## config.mk

```make
export PLATFORM = sky130hd
export DESIGN_NAME = pwm_pulse_width_capture_core
export DESIGN_NICKNAME = d
export VERILOG_FILES = /design/src/hdl/pwc_pkg.sv /design/src/hdl/pwm_pulse_width_capture_core.sv
export SDC_FILE = /design/constraint.sdc
export NUM_CORES = 1
export LEC_CHECK = 0
export BUFFER_PORTS_ARGS = -buffer_cell sky130_fd_sc_hd__buf_2
export CORE_ASPECT_RATIO = 0.9
export CORE_UTILIZATION = 55
export DETAILED_ROUTE_END_ITERATION = 10
export PLACE_DENSITY = 0.76
export SKIP_LAST_GASP = 1
export SYNTH_ARGS = -nofsm -noshare
export SYNTH_HDL_FRONTEND = slang
export SYNTH_SLANG_ARGS = --single-unit
export TNS_END_PERCENT = 5
```

## constraint.sdc

```tcl
create_clock -name clk -period 3.1 [get_ports clk]
set_input_delay 0.155 -clock clk [delete_from_list [all_inputs] [get_ports clk]]
set_output_delay 0.155 -clock clk [all_outputs]
set_load 0.02 [all_outputs]
```

## src/hdl/pwc_pkg.sv

```systemverilog
`default_nettype none

package pwc_pkg;

  localparam int QUEUE_DEPTH = 8;
  localparam int IDX_W = $clog2(QUEUE_DEPTH);

  localparam int TIME_W = 16;
  localparam int CFG_INDEX_W = 2;

  localparam logic [TIME_W-1:0] PERIOD_RESET = 16'd18750;
  localparam logic [TIME_W-1:0] EMPTY_VALUE = '1;

  localparam logic [CFG_INDEX_W-1:0] CFG_PULSE_PERIOD = 2'd0;
  localparam logic [CFG_INDEX_W-1:0] CFG_START_ON_RISING = 2'd1;

  typedef logic [TIME_W-1:0] sample_t;
  typedef logic [IDX_W-1:0] idx_t;

  typedef enum logic [1:0] {
    KIND_CAPTURE = 2'd0,
    KIND_TIMEOUT = 2'd1,
    KIND_READ = 2'd2
  } kind_t;

  function automatic idx_t next_slot(input idx_t i);
    return (i == idx_t'(QUEUE_DEPTH - 1)) ? '0 : idx_t'(i + idx_t'(1));
  endfunction

endpackage

`default_nettype wire

```

## src/hdl/pwm_pulse_width_capture_core.sv

```systemverilog
// Pulse width capture core.
// Input channel (in_valid / in_stall) carries one event per transfer: a capture
// edge (kind, capture_time, pin_level, capture_pending), a compare timeout or a
// read of the sample queue. Every transfer produces exactly one result on the
// output channel (out_valid / out_stall): the popped sample or all ones,
// sample_valid, the current timeout deadline and awaiting_start.
// The result is registered at the edge that takes the event. Throughput is one
// event per cycle while the receiver does not stall; all state updates (edge
// timing, deadline add, queue push or pop) finish at that same edge.
// While the receiver stalls, the result register holds and in_stall is raised
// until the result is transferred; an event arriving in the cycle the result
// leaves is taken at once.
// The configuration channel (cfg_valid / cfg_ready) is always ready; index 0
// writes pulse_period, index 1 writes start_on_rising, others are ignored.
// Synchronous reset restores pulse_period to 18750, rising-edge start, an
// empty queue and a zero deadline; the queue contents need no clearing.
`default_nettype none

module pwm_pulse_width_capture_core
  import pwc_pkg::*;
(
  input  wire logic                   clk,
  input  wire logic                   rst,

  input  wire logic                   cfg_valid,
  output logic                        cfg_ready,
  input  wire logic [CFG_INDEX_W-1:0] cfg_index,
  input  wire logic [TIME_W-1:0]      cfg_data,

  input  wire logic                   in_valid,
  output logic                        in_stall,
  input  wire logic [1:0]             kind,
  input  wire logic [TIME_W-1:0]      capture_time,
  input  wire logic                   pin_level,
  input  wire logic                   capture_pending,

  output logic                        out_valid,
  input  wire logic                   out_stall,
  output logic [TIME_W-1:0]           sample_value,
  output logic                        sample_valid,
  output logic [TIME_W-1:0]           timeout_deadline,
  output logic                        awaiting_start
);

  sample_t pulse_period;
  logic    start_on_rising;

  sample_t pulse_start_time, pulse_start_time_next;
  sample_t pulse_stop_time, pulse_stop_time_next;
  logic    waiting_for_start, waiting_for_start_next;
  sample_t deadline, deadline_next;
  idx_t    read_index, read_index_next;
  idx_t    write_index, write_index_next;

  sample_t sample_store [QUEUE_DEPTH];

  logic    accept;
  logic    active;
  logic    push;
  sample_t push_value;
  logic    pop;
  idx_t    write_slot;
  sample_t start_deadline;

  assign cfg_ready = 1'b1;
  assign in_stall = out_valid && out_stall;
  assign accept = in_valid && !in_stall;

  assign active = (pin_level == start_on_rising);
  assign start_deadline = sample_t'(capture_time + pulse_period + sample_t'(1));
  assign write_slot = next_slot(write_index);

  always_comb begin
    pulse_start_time_next = pulse_start_time;
    pulse_stop_time_next = pulse_stop_time;
    waiting_for_start_next = waiting_for_start;
    deadline_next = deadline;
    push = 1'b0;
    push_value = '0;
    pop = 1'b0;
    case (kind_t'(kind))
      KIND_CAPTURE: begin
        if (waiting_for_start) begin
          push = 1'b1;
          push_value = sample_t'(pulse_stop_time - pulse_start_time);
          pulse_start_time_next = capture_time;
          deadline_next = start_deadline;
          if (active || capture_pending) begin
            waiting_for_start_next = 1'b0;
          end else begin
            waiting_for_start_next = 1'b1;
            pulse_stop_time_next = capture_time;
          end
        end else begin
          pulse_stop_time_next = capture_time;
          if (active && !capture_pending) begin
            push = 1'b1;
            push_value = sample_t'(capture_time - pulse_start_time);
            pulse_start_time_next = capture_time;
            deadline_next = start_deadline;
            waiting_for_start_next = 1'b0;
          end else begin
            waiting_for_start_next = 1'b1;
          end
        end
      end
      KIND_TIMEOUT: begin
        deadline_next = sample_t'(deadline + pulse_period);
        push = 1'b1;
        push_value = waiting_for_start ? '0 : pulse_period;
      end
      KIND_READ: begin
        pop = (read_index != write_index);
      end
      default: begin
      end
    endcase
    write_index_next = (push && (write_slot != read_index)) ? write_slot : write_index;
    read_index_next = pop ? next_slot(read_index) : read_index;
  end

  always_ff @(posedge clk) begin
    if (rst) begin
      pulse_period <= PERIOD_RESET;
      start_on_rising <= 1'b1;
    end else if (cfg_valid && cfg_ready) begin
      if (cfg_index == CFG_PULSE_PERIOD) begin
        pulse_period <= cfg_data;
      end else if (cfg_index == CFG_START_ON_RISING) begin
        start_on_rising <= cfg_data[0];
      end
    end
  end

  always_ff @(posedge clk) begin
    if (rst) begin
      pulse_start_time <= '0;
      pulse_stop_time <= '0;
      waiting_for_start <= 1'b1;
      deadline <= '0;
      read_index <= '0;
      write_index <= '0;
    end else if (accept) begin
      pulse_start_time <= pulse_start_time_next;
      pulse_stop_time <= pulse_stop_time_next;
      waiting_for_start <= waiting_for_start_next;
      deadline <= deadline_next;
      read_index <= read_index_next;
      write_index <= write_index_next;
    end
  end

  always_ff @(posedge clk) begin
    if (accept && push) begin
      sample_store[write_index] <= push_value;
    end
  end

  always_ff @(posedge clk) begin
    if (rst) begin
      out_valid <= 1'b0;
    end else if (accept) begin
      out_valid <= 1'b1;
    end else if (!out_stall) begin
      out_valid <= 1'b0;
    end
  end

  always_ff @(posedge clk) begin
    if (accept) begin
      sample_value <= pop ? sample_store[read_index] : EMPTY_VALUE;
      sample_valid <= pop;
      timeout_deadline <= deadline_next;
      awaiting_start <= waiting_for_start_next;
    end
  end

  a_empty_value: assert property (@(posedge clk) disable iff (rst)
    (out_valid && !sample_valid) |-> (sample_value == EMPTY_VALUE))
    else $error("result without sample must read all ones");

  a_index_range: assert property (@(posedge clk) disable iff (rst)
    (read_index <= idx_t'(QUEUE_DEPTH - 1)) && (write_index <= idx_t'(QUEUE_DEPTH - 1)))
    else $error("queue index out of range");

  a_empty_read: assert property (@(posedge clk) disable iff (rst)
    (accept && (kind == KIND_READ) && (read_index == write_index))
      |=> (out_valid && !sample_valid))
    else $error("read of empty queue returned a sample");

  a_timeout_step: assert property (@(posedge clk) disable iff (rst)
    (accept && (kind == KIND_TIMEOUT))
      |=> ((deadline == sample_t'($past(deadline) + $past(pulse_period)))
           && (timeout_deadline == deadline)))
    else $error("timeout did not advance deadline by one period");

endmodule

`default_nettype wire
```

==> results of run 1 <==
==> routing by layer <==
layer | vias to the layer above | part of all wire
li1 | 4224 | -
met1 | 4260 | 0.45
met2 | 381 | 0.45
met3 | 57 | 0.076
met4 | 0 | 0.025
met5 | - | 0
==> what timing repair did <==
action / 4_1_cts / 5_1_grt
endpoints found under the hold margin: 44 / 0
hold buffers: 34 / 0
resized for setup: 0 / 1
setup endpoints to repair: 0 / 33
==> final timing paths <==
path | startpoint | to | slack, ns | depth (start not counted)
setup / recovery | capture_time[0] | sample_store[4][12] | 0.13 | 13
hold / removal | cfg_index[1] | pulse_period[12] | 0.11 | 4
setup reg to reg | pulse_period[0] | timeout_deadline[12] | 0.14 | 11
hold reg to reg | pulse_start_time[10] | pulse_start_time[10] | 0.45 | 2
==> synthesized netlist by cell type, types with 3 or more instances <==
library cell	count	area, um^2
fa_1	4	80.1
nand2_1	139	522
o221ai_1	5	43.8
a31oi_1	9	56.3
o31a_1	4	35.0
a211oi_1	9	67.6
a21oi_1	74	370
xor2_1	24	210
o21ai_1	5	25.0
o22ai_1	5	31.3
nor2_1	84	315
o21a_1	13	97.6
nor3_1	26	130
inv_1	34	128
a22oi_1	4	30.0
dfxtp_1	73	1460
nor3b_1	6	45.0
o21ai_0	42	210
ha_1	65	813
nand3_1	18	90.1
mux4_2	32	721
a211o_1	3	26.3
buf_1	3	11.3
nor2b_1	9	56.3
o211ai_1	6	45.0
edfxtp_1	162	4860
a21o_1	14	105
buf_2	10	50.1
or3_1	7	43.8
clkbuf_1	27	101
xnor2_1	25	219
and4_1	3	26.3
and3_1	3	18.8
a221o_1	6	60.1
nand2b_1	15	93.8
mux2i_1	41	410
nand3b_1	3	22.5
o21bai_1	5	37.5
o22a_1	4	35.0
==> registers in the layout, summed over array words and instances (netlist names), 3 cells and up <==
signal / flops
sample_store: 128
pulse_stop_time: 16
pulse_period: 16
write_index: 3
pulse_start_time: 16
sample_value: 16
read_index: 3
deadline: 16
timeout_deadline: 16
==> report_power, final <==
part / switching [W] / internal (W)
Sequential: 0.0000570 / 0.00347
Combinational: 0.000657 / 0.000461
Clock: 0.00121 / 0.00191
==> cell families (layout without fill, tap and decap cells) <==
kind of cell,count (synthesis),in the layout,synth area share
other,1,1,0.000309
adders and majority gates,69,69,0.0737
buffers and inverters,77,233,0.0255
xor gates and xnor gates,49,49,0.0354
DFF,235,235,0.522
and+or+nand+nor,324,324,0.119
AOI/OAI and AO/OA,235,235,0.131
muxes,73,73,0.0933
==> cell type report <==
type / instances / area, um^2 / share of cell area
clock buffers: 33 / 728 / 0.0508
clock inverters: 12 / 154 / 0.0107
inverters: 35 / 131 / 0.00917
multi-input cells: 751 / 5520 / 0.385
flip-flops and latches: 235 / 6330 / 0.442
well taps: 291 / 364 / 0.0254
repair buffers: 153 / 1100 / 0.0769
==> worst min-delay path, stage by stage <==
cell and delay, ns:
buf_2 0.10, nor3b_2 0.15, nand2_1 0.11, a21oi_1 0.05
==> per-stage QoR <==
step | util | setup WS, ns | area [um^2]
floorplan | - | 0.0518 | 12100
global placement | 0.606 | 0.246 | 13100
detailed placement | 0.606 | 0.172 | 13100
CTS | 0.662 | 0.155 | 14300
global route | 0.662 | -0.0860 | 14300
finish | 0.662 | 0.130 | 14300
==> flow_summary.json, run 1 <==
{
  "outcome": "finished clean",
  "tns_ns": 0,
  "path_delay_family": "compound AO/OA/AOI/OAI gates",
  "grt_use_met3": 0.0446,
  "htreeDepth": 1,
  "relSlewSlack": 0.242,
  "maxSlewViolCount": 0,
  "clock_path_buffers": 3,
  "p_leak_nw": 5.37,
  "setup_viol": 0,
  "fillers": 1582,
  "cp_slowest_cell": "dlygate4sd3_1",
  "grt_overflow": 0,
  "fin_total_pwr_w": 0.00776,
  "critical_path_required_ns": 3.32,
  "stdcell_count": 1510,
  "dp_hpwl_um": 20300,
  "max_stage_delay_ns": 0.53,
  "n_antenna_cell": 0,
  "num_rows": 51,
  "wirelength_um": 30000,
  "grt_start_max_net_pins": 56,
  "layout_commonest_cell": "edfxtp_1",
  "insertion_delay_ns": 0.51,
  "synth-edff-count": 162,
  "avgSynthCellArea_um2": 11.4,
  "die_h_um": 143,
  "areaGrowthSynthToFinish_pct": 18.2,
  "met2_usage": 0.422,
  "clockRootBuffer": "clkbuf_16",
  "cts.clk_slew.worst_paths_ns": 0.06,
  "cts_made_buffers": 25,
  "hp-class": "in2reg",
  "grt_usage": 0.272,
  "ant_nets": 0,
  "synth_cells": 1063,
  "cts.sinks": 235,
  "rsz0062_at_grt": "yes",
  "critPathCaptureType": "flop",
  "drv_cap": 0,
  "path_max_fanout": 8,
  "layout_min_cycle_time_ns": 2.97,
  "ys_ff_latch": 235,
  "worstPathCellList": "dlygate4sd3_1, buf_2, inv_1, ha_1, fa_1, nor2b_1, o21ai_1, a21oi_1, o2111ai_1, a21oi_1, a21oi_1, xor2_1, o221ai_1",
  "die_w_um": 159,
  "path_common_cell": "a21oi_1",
  "nNetsFinal": 1313,
  "vias": 8922,
  "viasPerCell": 5.91,
  "arrival_ns": 3.19,
  "netlist_area_mm2": 0.0121,
  "port_buffers": 78,
  "powerDensity_mw_per_mm2": 542,
  "synth_nets": 1175,
  "cts_tree": "done",
  "yosys_warnings": 0,
  "yosysUniqueCellTypes": 73,
  "grt_pass1_wl_um": 46300,
  "place.gp.congestion": 0.921,
  "cp-start-kind": "primary input",
  "dieArea_mm2": 0.0226,
  "start_util": 0.560,
  "use_met1": 0.395,
  "grt_pass1_vias": 8407,
  "yosysSeqAreaShare": 0.522,
  "fin_skew_ns": 0.00982,
  "timing_hold_violations_final": 0,
  "layout-drive-gt1-share": 0.177,
  "vdd_ir_drop_max_uv": 322,
  "core_area_mm2": 0.0216,
  "dr.pass1.iters": 7,
  "final_cell_mix": "edfxtp_1, nand2_1, nor2_1, buf_2, a21oi_1",
  "fmax_ghz": 0.337,
  "remaining_drc_errors": 0,
  "antenna_found_initial": 0,
  "wl_per_cell_um": 19.9,
  "worst_slew_pin_slew_ns": 1.13,
  "postCtsSetupRepairBufs": 0,
  "min_period_over_period": 0.958,
  "crit_buf_inv": 3,
  "crit_type": "in2reg",
  "dominantRegCellSynth": "edfxtp_1",
  "async_reset_ff_frac": 0,
  "timing.hold.ws_ns": 0.105,
  "place_inst": 1431,
  "busiest_layer": "met2",
  "pin_count": 80,
  "drt_first_iter_violations": 792
}
(Power assumes the default switching activity.)
==> inputs of run 2 (changes only) <==
--- a/config.mk
+++ b/config.mk
@@ -8,7 +8,9 @@
 export BUFFER_PORTS_ARGS = -buffer_cell sky130_fd_sc_hd__buf_2
 export CORE_ASPECT_RATIO = 0.9
 export CORE_UTILIZATION = 55
+export CTS_CLUSTER_DIAMETER = 50
 export DETAILED_ROUTE_END_ITERATION = 10
+export GPL_TIMING_DRIVEN = 0
 export PLACE_DENSITY = 0.76
 export SKIP_LAST_GASP = 1
 export SYNTH_ARGS = -nofsm -noshare
==> flow_summary.json, run 2 (same netlist as run 1, synthesis figures left out) <==
{
  "insertion_delay_ns": 0.53,
  "cp_slowest_cell": "ha_1",
  "reg2reg_to": "sample_store[3][14]",
  "cts.sinks": 235,
  "relSlewSlack": 0.126,
  "reg2reg_depth": 11,
  "cp.depth": 11,
  "multi_input_area_mm2": 0.00555,
  "powerDensity_mw_per_mm2": 544,
  "clockRootBuffer": "clkbuf_16",
  "grt_usage": 0.280,
  "dr.pass1.iters": 5,
  "hp-class": "in2reg",
  "fmax_ghz": 0.325,
  "grt_overflow": 0,
  "htreeDepth": 1,
  "final_cell_mix": "edfxtp_1, nand2_1, buf_2, nor2_1, a21oi_1",
  "timing.hold.ws_ns": 0.0558,
  "layout_min_cycle_time_ns": 3.08,
  "layout-drive-gt1-share": 0.164,
  "critical_path_required_ns": 3.37,
  "dp_hpwl_um": 21900,
  "nNetsFinal": 1327,
  "cts.clk_slew.worst_paths_ns": 0.06,
  "drt_first_iter_violations": 904,
  "tns_ns": 0,
  "seqCellArea_mm2": 0.00633,
  "grt_pass1_vias": 8551,
  "min_period_over_period": 0.993,
  "rrSetupSlack_ns": 0.02,
  "met2_length_um": 13800,
  "final_core_util": 0.661,
  "cp-endpoint": "sample_store[3][14]",
  "rr_startpoint": "pulse_start_time[6]",
  "crit_type": "reg2reg",
  "die_w_um": 159,
  "num_rows": 51,
  "maxSlewViolCount": 0,
  "timing_hold_violations_final": 0,
  "dieArea_mm2": 0.0226,
  "port_buffers": 77,
  "largest-register": "sample_store",
  "cp-start-kind": "flop",
  "stdcell_count": 1526,
  "path_delay_family": "compound AO/OA/AOI/OAI gates",
  "grt_pass1_wl_um": 47200,
  "wl_met1_um": 13500,
  "vias": 9137,
  "fin_skew_ns": 0.0139,
  "layout_commonest_cell": "edfxtp_1",
  "cts_tree": "done",
  "worstPathCellList": "inv_1, ha_1, a21o_1, a21oi_1, nand2_1, a31oi_2, o211ai_1, o41ai_2, mux2i_1, o211ai_1, buf_4",
  "drv_cap": 0,
  "setup_viol": 0,
  "place.gp.congestion": 0.949,
  "wirelength_um": 31000,
  "worst_slew_pin_slew_ns": 1.30,
  "critical_path.startpoint": "pulse_start_time[6]",
  "viasPerCell": 5.99,
  "ant_nets": 0,
  "die_h_um": 143,
  "path_common_cell": "o211ai_1",
  "place_inst": 1441,
  "path_max_fanout": 8,
  "clock_path_buffers": 3,
  "cts_made_buffers": 27,
  "critPathCaptureType": "flop",
  "remaining_drc_errors": 0,
  "outcome": "finished clean",
  "n_antenna_cell": 0,
  "rsz0062_at_grt": "yes",
  "largest_reg_flops": 128,
  "dr.max_layer_used": "met4",
  "core_area_mm2": 0.0216,
  "grt_start_max_net_pins": 39,
  "wl_met3_um": 2790,
  "vdd_ir_drop_max_uv": 363,
  "crit_buf_inv": 2,
  "arrival_ns": 3.35,
  "max_stage_delay_ns": 0.35,
  "antenna_found_initial": 0,
  "p_leak_nw": 5.31,
  "pin_count": 80,
  "areaGrowthSynthToFinish_pct": 18.0,
  "wl_per_cell_um": 20.3,
  "fillers": 1620,
  "start_util": 0.560
}
## run 2: through the flow
| stage | instance area, um^2 | setup slack [ns] | total power [W] |
|---|---|---|---|
| global route | 14300 | -0.125 | 0.00804 |
| detailed placement | 13000 | -0.160 | 0.00464 |
| CTS | 14300 | -0.0274 | 0.00777 |
| global placement | 12900 | -1.45 | 0.00462 |
| floorplan | 12100 | 0.0518 | 0.00433 |
| finish | 14300 | 0.0215 | 0.00778 |
## run 2: report_power, final
part           switching, W  internal (W)  total (W)
Combinational      0.000688      0.000453    0.00114
Sequential        0.0000491       0.00347    0.00352
Clock               0.00126       0.00186    0.00312
## run 2: layout make-up
class / count / share of cell area
Sequential cell: 235 / 0.442
Multi-Input combinational cell: 751 / 0.388
Timing Repair Buffer: 123 / 0.0605
Clock buffer: 37 / 0.0520
Tap cell: 291 / 0.0255
Buffer: 42 / 0.0125
Clock inverter: 12 / 0.00997
Inverter: 35 / 0.00919
## run 2: tightest hold or removal path, cell delays in order
cell and delay [ns]:
buf_2 0.09, nor3b_1 0.13, nand2_1 0.10, a21oi_1 0.05
## run 2: per-layer routing
metal,vias up,track usage
met4,0,0.0926
met2,450,0.436
met3,77,0.0507
met1,4346,0.396
met5,-,0
li1,4264,-
## run 2: worst min path at each step
stage	from	to	slack (ns)	depth (start not counted)
floorplan	in_valid	out_valid	0.28	1
global placement	cfg_data[2]	pulse_period[2]	0.37	3
detailed placement	cfg_data[2]	pulse_period[2]	0.37	3
CTS	capture_time[0]	pulse_stop_time[0]	0.05	5
global route	cfg_index[1]	pulse_period[6]	0.09	4
finish	cfg_index[1]	pulse_period[15]	0.06	4
## run 2: timing repair
action / CTS / global route
setup buffers: 0 / 2
endpoints found under the setup margin: 25 / 73
pin swaps: 0 / 2
resized for setup: 3 / 3
hold buffers: 34 / 0
hold endpoints to repair: 48 / 0
==> inputs of run 3 (changes only) <==
--- a/config.mk
+++ b/config.mk
@@ -7,11 +7,10 @@
 export LEC_CHECK = 0
 export BUFFER_PORTS_ARGS = -buffer_cell sky130_fd_sc_hd__buf_2
 export CORE_ASPECT_RATIO = 0.9
-export CORE_UTILIZATION = 55
+export CORE_UTILIZATION = 25
 export CTS_CLUSTER_DIAMETER = 50
 export DETAILED_ROUTE_END_ITERATION = 10
 export GPL_TIMING_DRIVEN = 0
-export PLACE_DENSITY = 0.76
 export SKIP_LAST_GASP = 1
 export SYNTH_ARGS = -nofsm -noshare
 export SYNTH_HDL_FRONTEND = slang
==> constraint.sdc (replaced) <==
create_clock -name clk -period 3.7 [get_ports clk]
set_input_delay 0.185 -clock clk [delete_from_list [all_inputs] [get_ports clk]]
set_output_delay 0.185 -clock clk [all_outputs]
set_load 0.02 [all_outputs]
==> flow_summary.json, run 3 (same netlist as run 1, synthesis figures left out) <==
{
  "outcome": "complete, but fails checks",
  "violations": "design-rule violations",
  "swShare": 0.267,
  "layout_min_cycle_time_ns": 3.41,
  "cts.sinks": 235,
  "largest_reg_flops": 128,
  "p_leak_nw": 5.31,
  "fin_total_pwr_w": 0.00657,
  "critical_path.startpoint": "start_on_rising",
  "min_period_over_period": 0.921,
  "final_core_util": 0.308,
  "cp-start-kind": "flop",
  "postCtsSetupRepairBufs": 0,
  "cts.clk_slew.worst_paths_ns": 0.06,
  "nNetsFinal": 1329,
  "timing_hold_violations_final": 0,
  "maxSlewViolCount": 0,
  "path_max_fanout": 8,
  "wl_per_cell_um": 18.2,
  "seq_power_share": 0.449,
  "htreeDepth": 1,
  "die_w_um": 234,
  "worst_slew_pin_slew_ns": 1.18,
  "areaGrowthSynthToFinish_pct": 21.4,
  "powerDensity_mw_per_mm2": 446,
  "layout-drive-gt1-share": 0.160,
  "rr_startpoint": "start_on_rising",
  "start_util": 0.253,
  "critPathCaptureType": "flop",
  "grt_usage": 0.138,
  "hp-class": "in2reg",
  "dr.pass1.iters": 8,
  "relSlewSlack": 0.203,
  "num_rows": 76,
  "drt_first_iter_violations": 609,
  "largest-register": "sample_store",
  "layout_commonest_cell": "edfxtp_1",
  "setup_viol": 0,
  "clock_path_buffers": 3,
  "dp_hpwl_um": 25000,
  "comb_power_share": 0.145,
  "die_h_um": 211,
  "fmax_ghz": 0.293,
  "pin_count": 80,
  "grt_pass1_vias": 8681,
  "vias": 8977,
  "dieArea_mm2": 0.0494,
  "crit_type": "reg2reg",
  "rsz0062_at_grt": "no",
  "stdcell_count": 1865,
  "place.gp.congestion": 0.889,
  "final_cell_mix": "edfxtp_1, nand2_1, buf_2, nor2_1, a21oi_1",
  "core_area_mm2": 0.0478,
  "timing.hold.ws_ns": 0.0235,
  "internal_power_w": 0.00482,
  "grt_pass1_wl_um": 51700,
  "critical_path_required_ns": 3.94,
  "port_buffers": 77,
  "rrSetupSlack_ns": 0.29,
  "vdd_ir_drop_max_uv": 397,
  "drv_cap": 0,
  "cts_tree": "done",
  "antenna_found_initial": 1,
  "wirelength_um": 33900,
  "clockRootBuffer": "clkbuf_16",
  "p_switching_w": 0.00175,
  "p_clk_frac": 0.406,
  "cts_resized": 0,
  "fin_skew_ns": 0.0209,
  "tns_ns": 0,
  "cts_made_buffers": 29,
  "viasPerCell": 4.81,
  "min-delay-start": "cfg_index[1]",
  "ant_nets": 0,
  "insertion_delay_ns": 0.58,
  "place_inst": 1775,
  "grt_start_max_net_pins": 28,
  "arrival_ns": 3.65,
  "remaining_drc_errors": 6,
  "grt_overflow": 0
}
run 3: cell types whose count changed in the layout (fill, tap and decap cells not counted), moves of 2 or more:
cell / before / now
clkinv_1: 2 / 6
clkbuf_8: 3 / 0
inv_6: 1 / 4
clkbuf_16: 27 / 29
run 3: layer usage:
metal,share of wire,vias up,track usage
met5,0,-,0
met4,0.017,0,0.0338
met3,0.057,34,0.0175
met2,0.46,265,0.224
met1,0.46,4406,0.193
li1,-,4272,-
run 3: worst paths after layout:
| kind | endpoint | cells after the start |
|---|---|---|
| worst min register to register | pulse_start_time[9] | 2 |
| worst max-delay path | sample_store[6][5] | 6 |
| worst min-delay path | pulse_period[7] | 4 |
| worst max register to register | sample_store[6][5] | 6 |
run 3: what timing repair did:
action | CTS | global route
endpoints found under the hold margin | 48 | 0
hold buffers | 35 | 0
setup endpoints to repair | 0 | 0
run 3: power groups by stage:
stage	Sequential (W)	Clock, W	Combinational [W]
2_1_floorplan	0.00302	0	0.000608
3_3_place_gp	0.00301	0	0.000884
3_5_place_dp	0.00301	0	0.000907
4_1_cts	0.00295	0.00274	0.000944
5_1_grt	0.00296	0.00284	0.00104
6_report	0.00295	0.00267	0.000950
run 3: stage by stage:
step | setup WS (ns) | instance area, um^2
after floorplan | 0.652 | 12100
after global placement | -1.38 | 13300
after detailed placement | 0.328 | 13500
after CTS | 0.357 | 14700
after global routing | 0.131 | 14700
final | 0.291 | 14700
run 3: area by class of cell:
type                            count  area, um^2
Antenna cell                        1        2.50
Buffer                             42         179
Clock buffer                       37         756
Clock inverter                     17         150
Fill cell                        4838       33100
Inverter                           35         131
Multi-Input combinational cell    751        5520
Sequential cell                   235        6330
Tap cell                          624         781
Timing Repair Buffer              123         872
run 3: critical path, stage by stage, from the launching register on:
cell and delay [ns]:
dfxtp_1 0.32, xnor2_1 0.56, nor2b_1 0.34, nor2_1 0.25, nor2_1 0.65, a32oi_1 0.18, o22ai_1 0.77
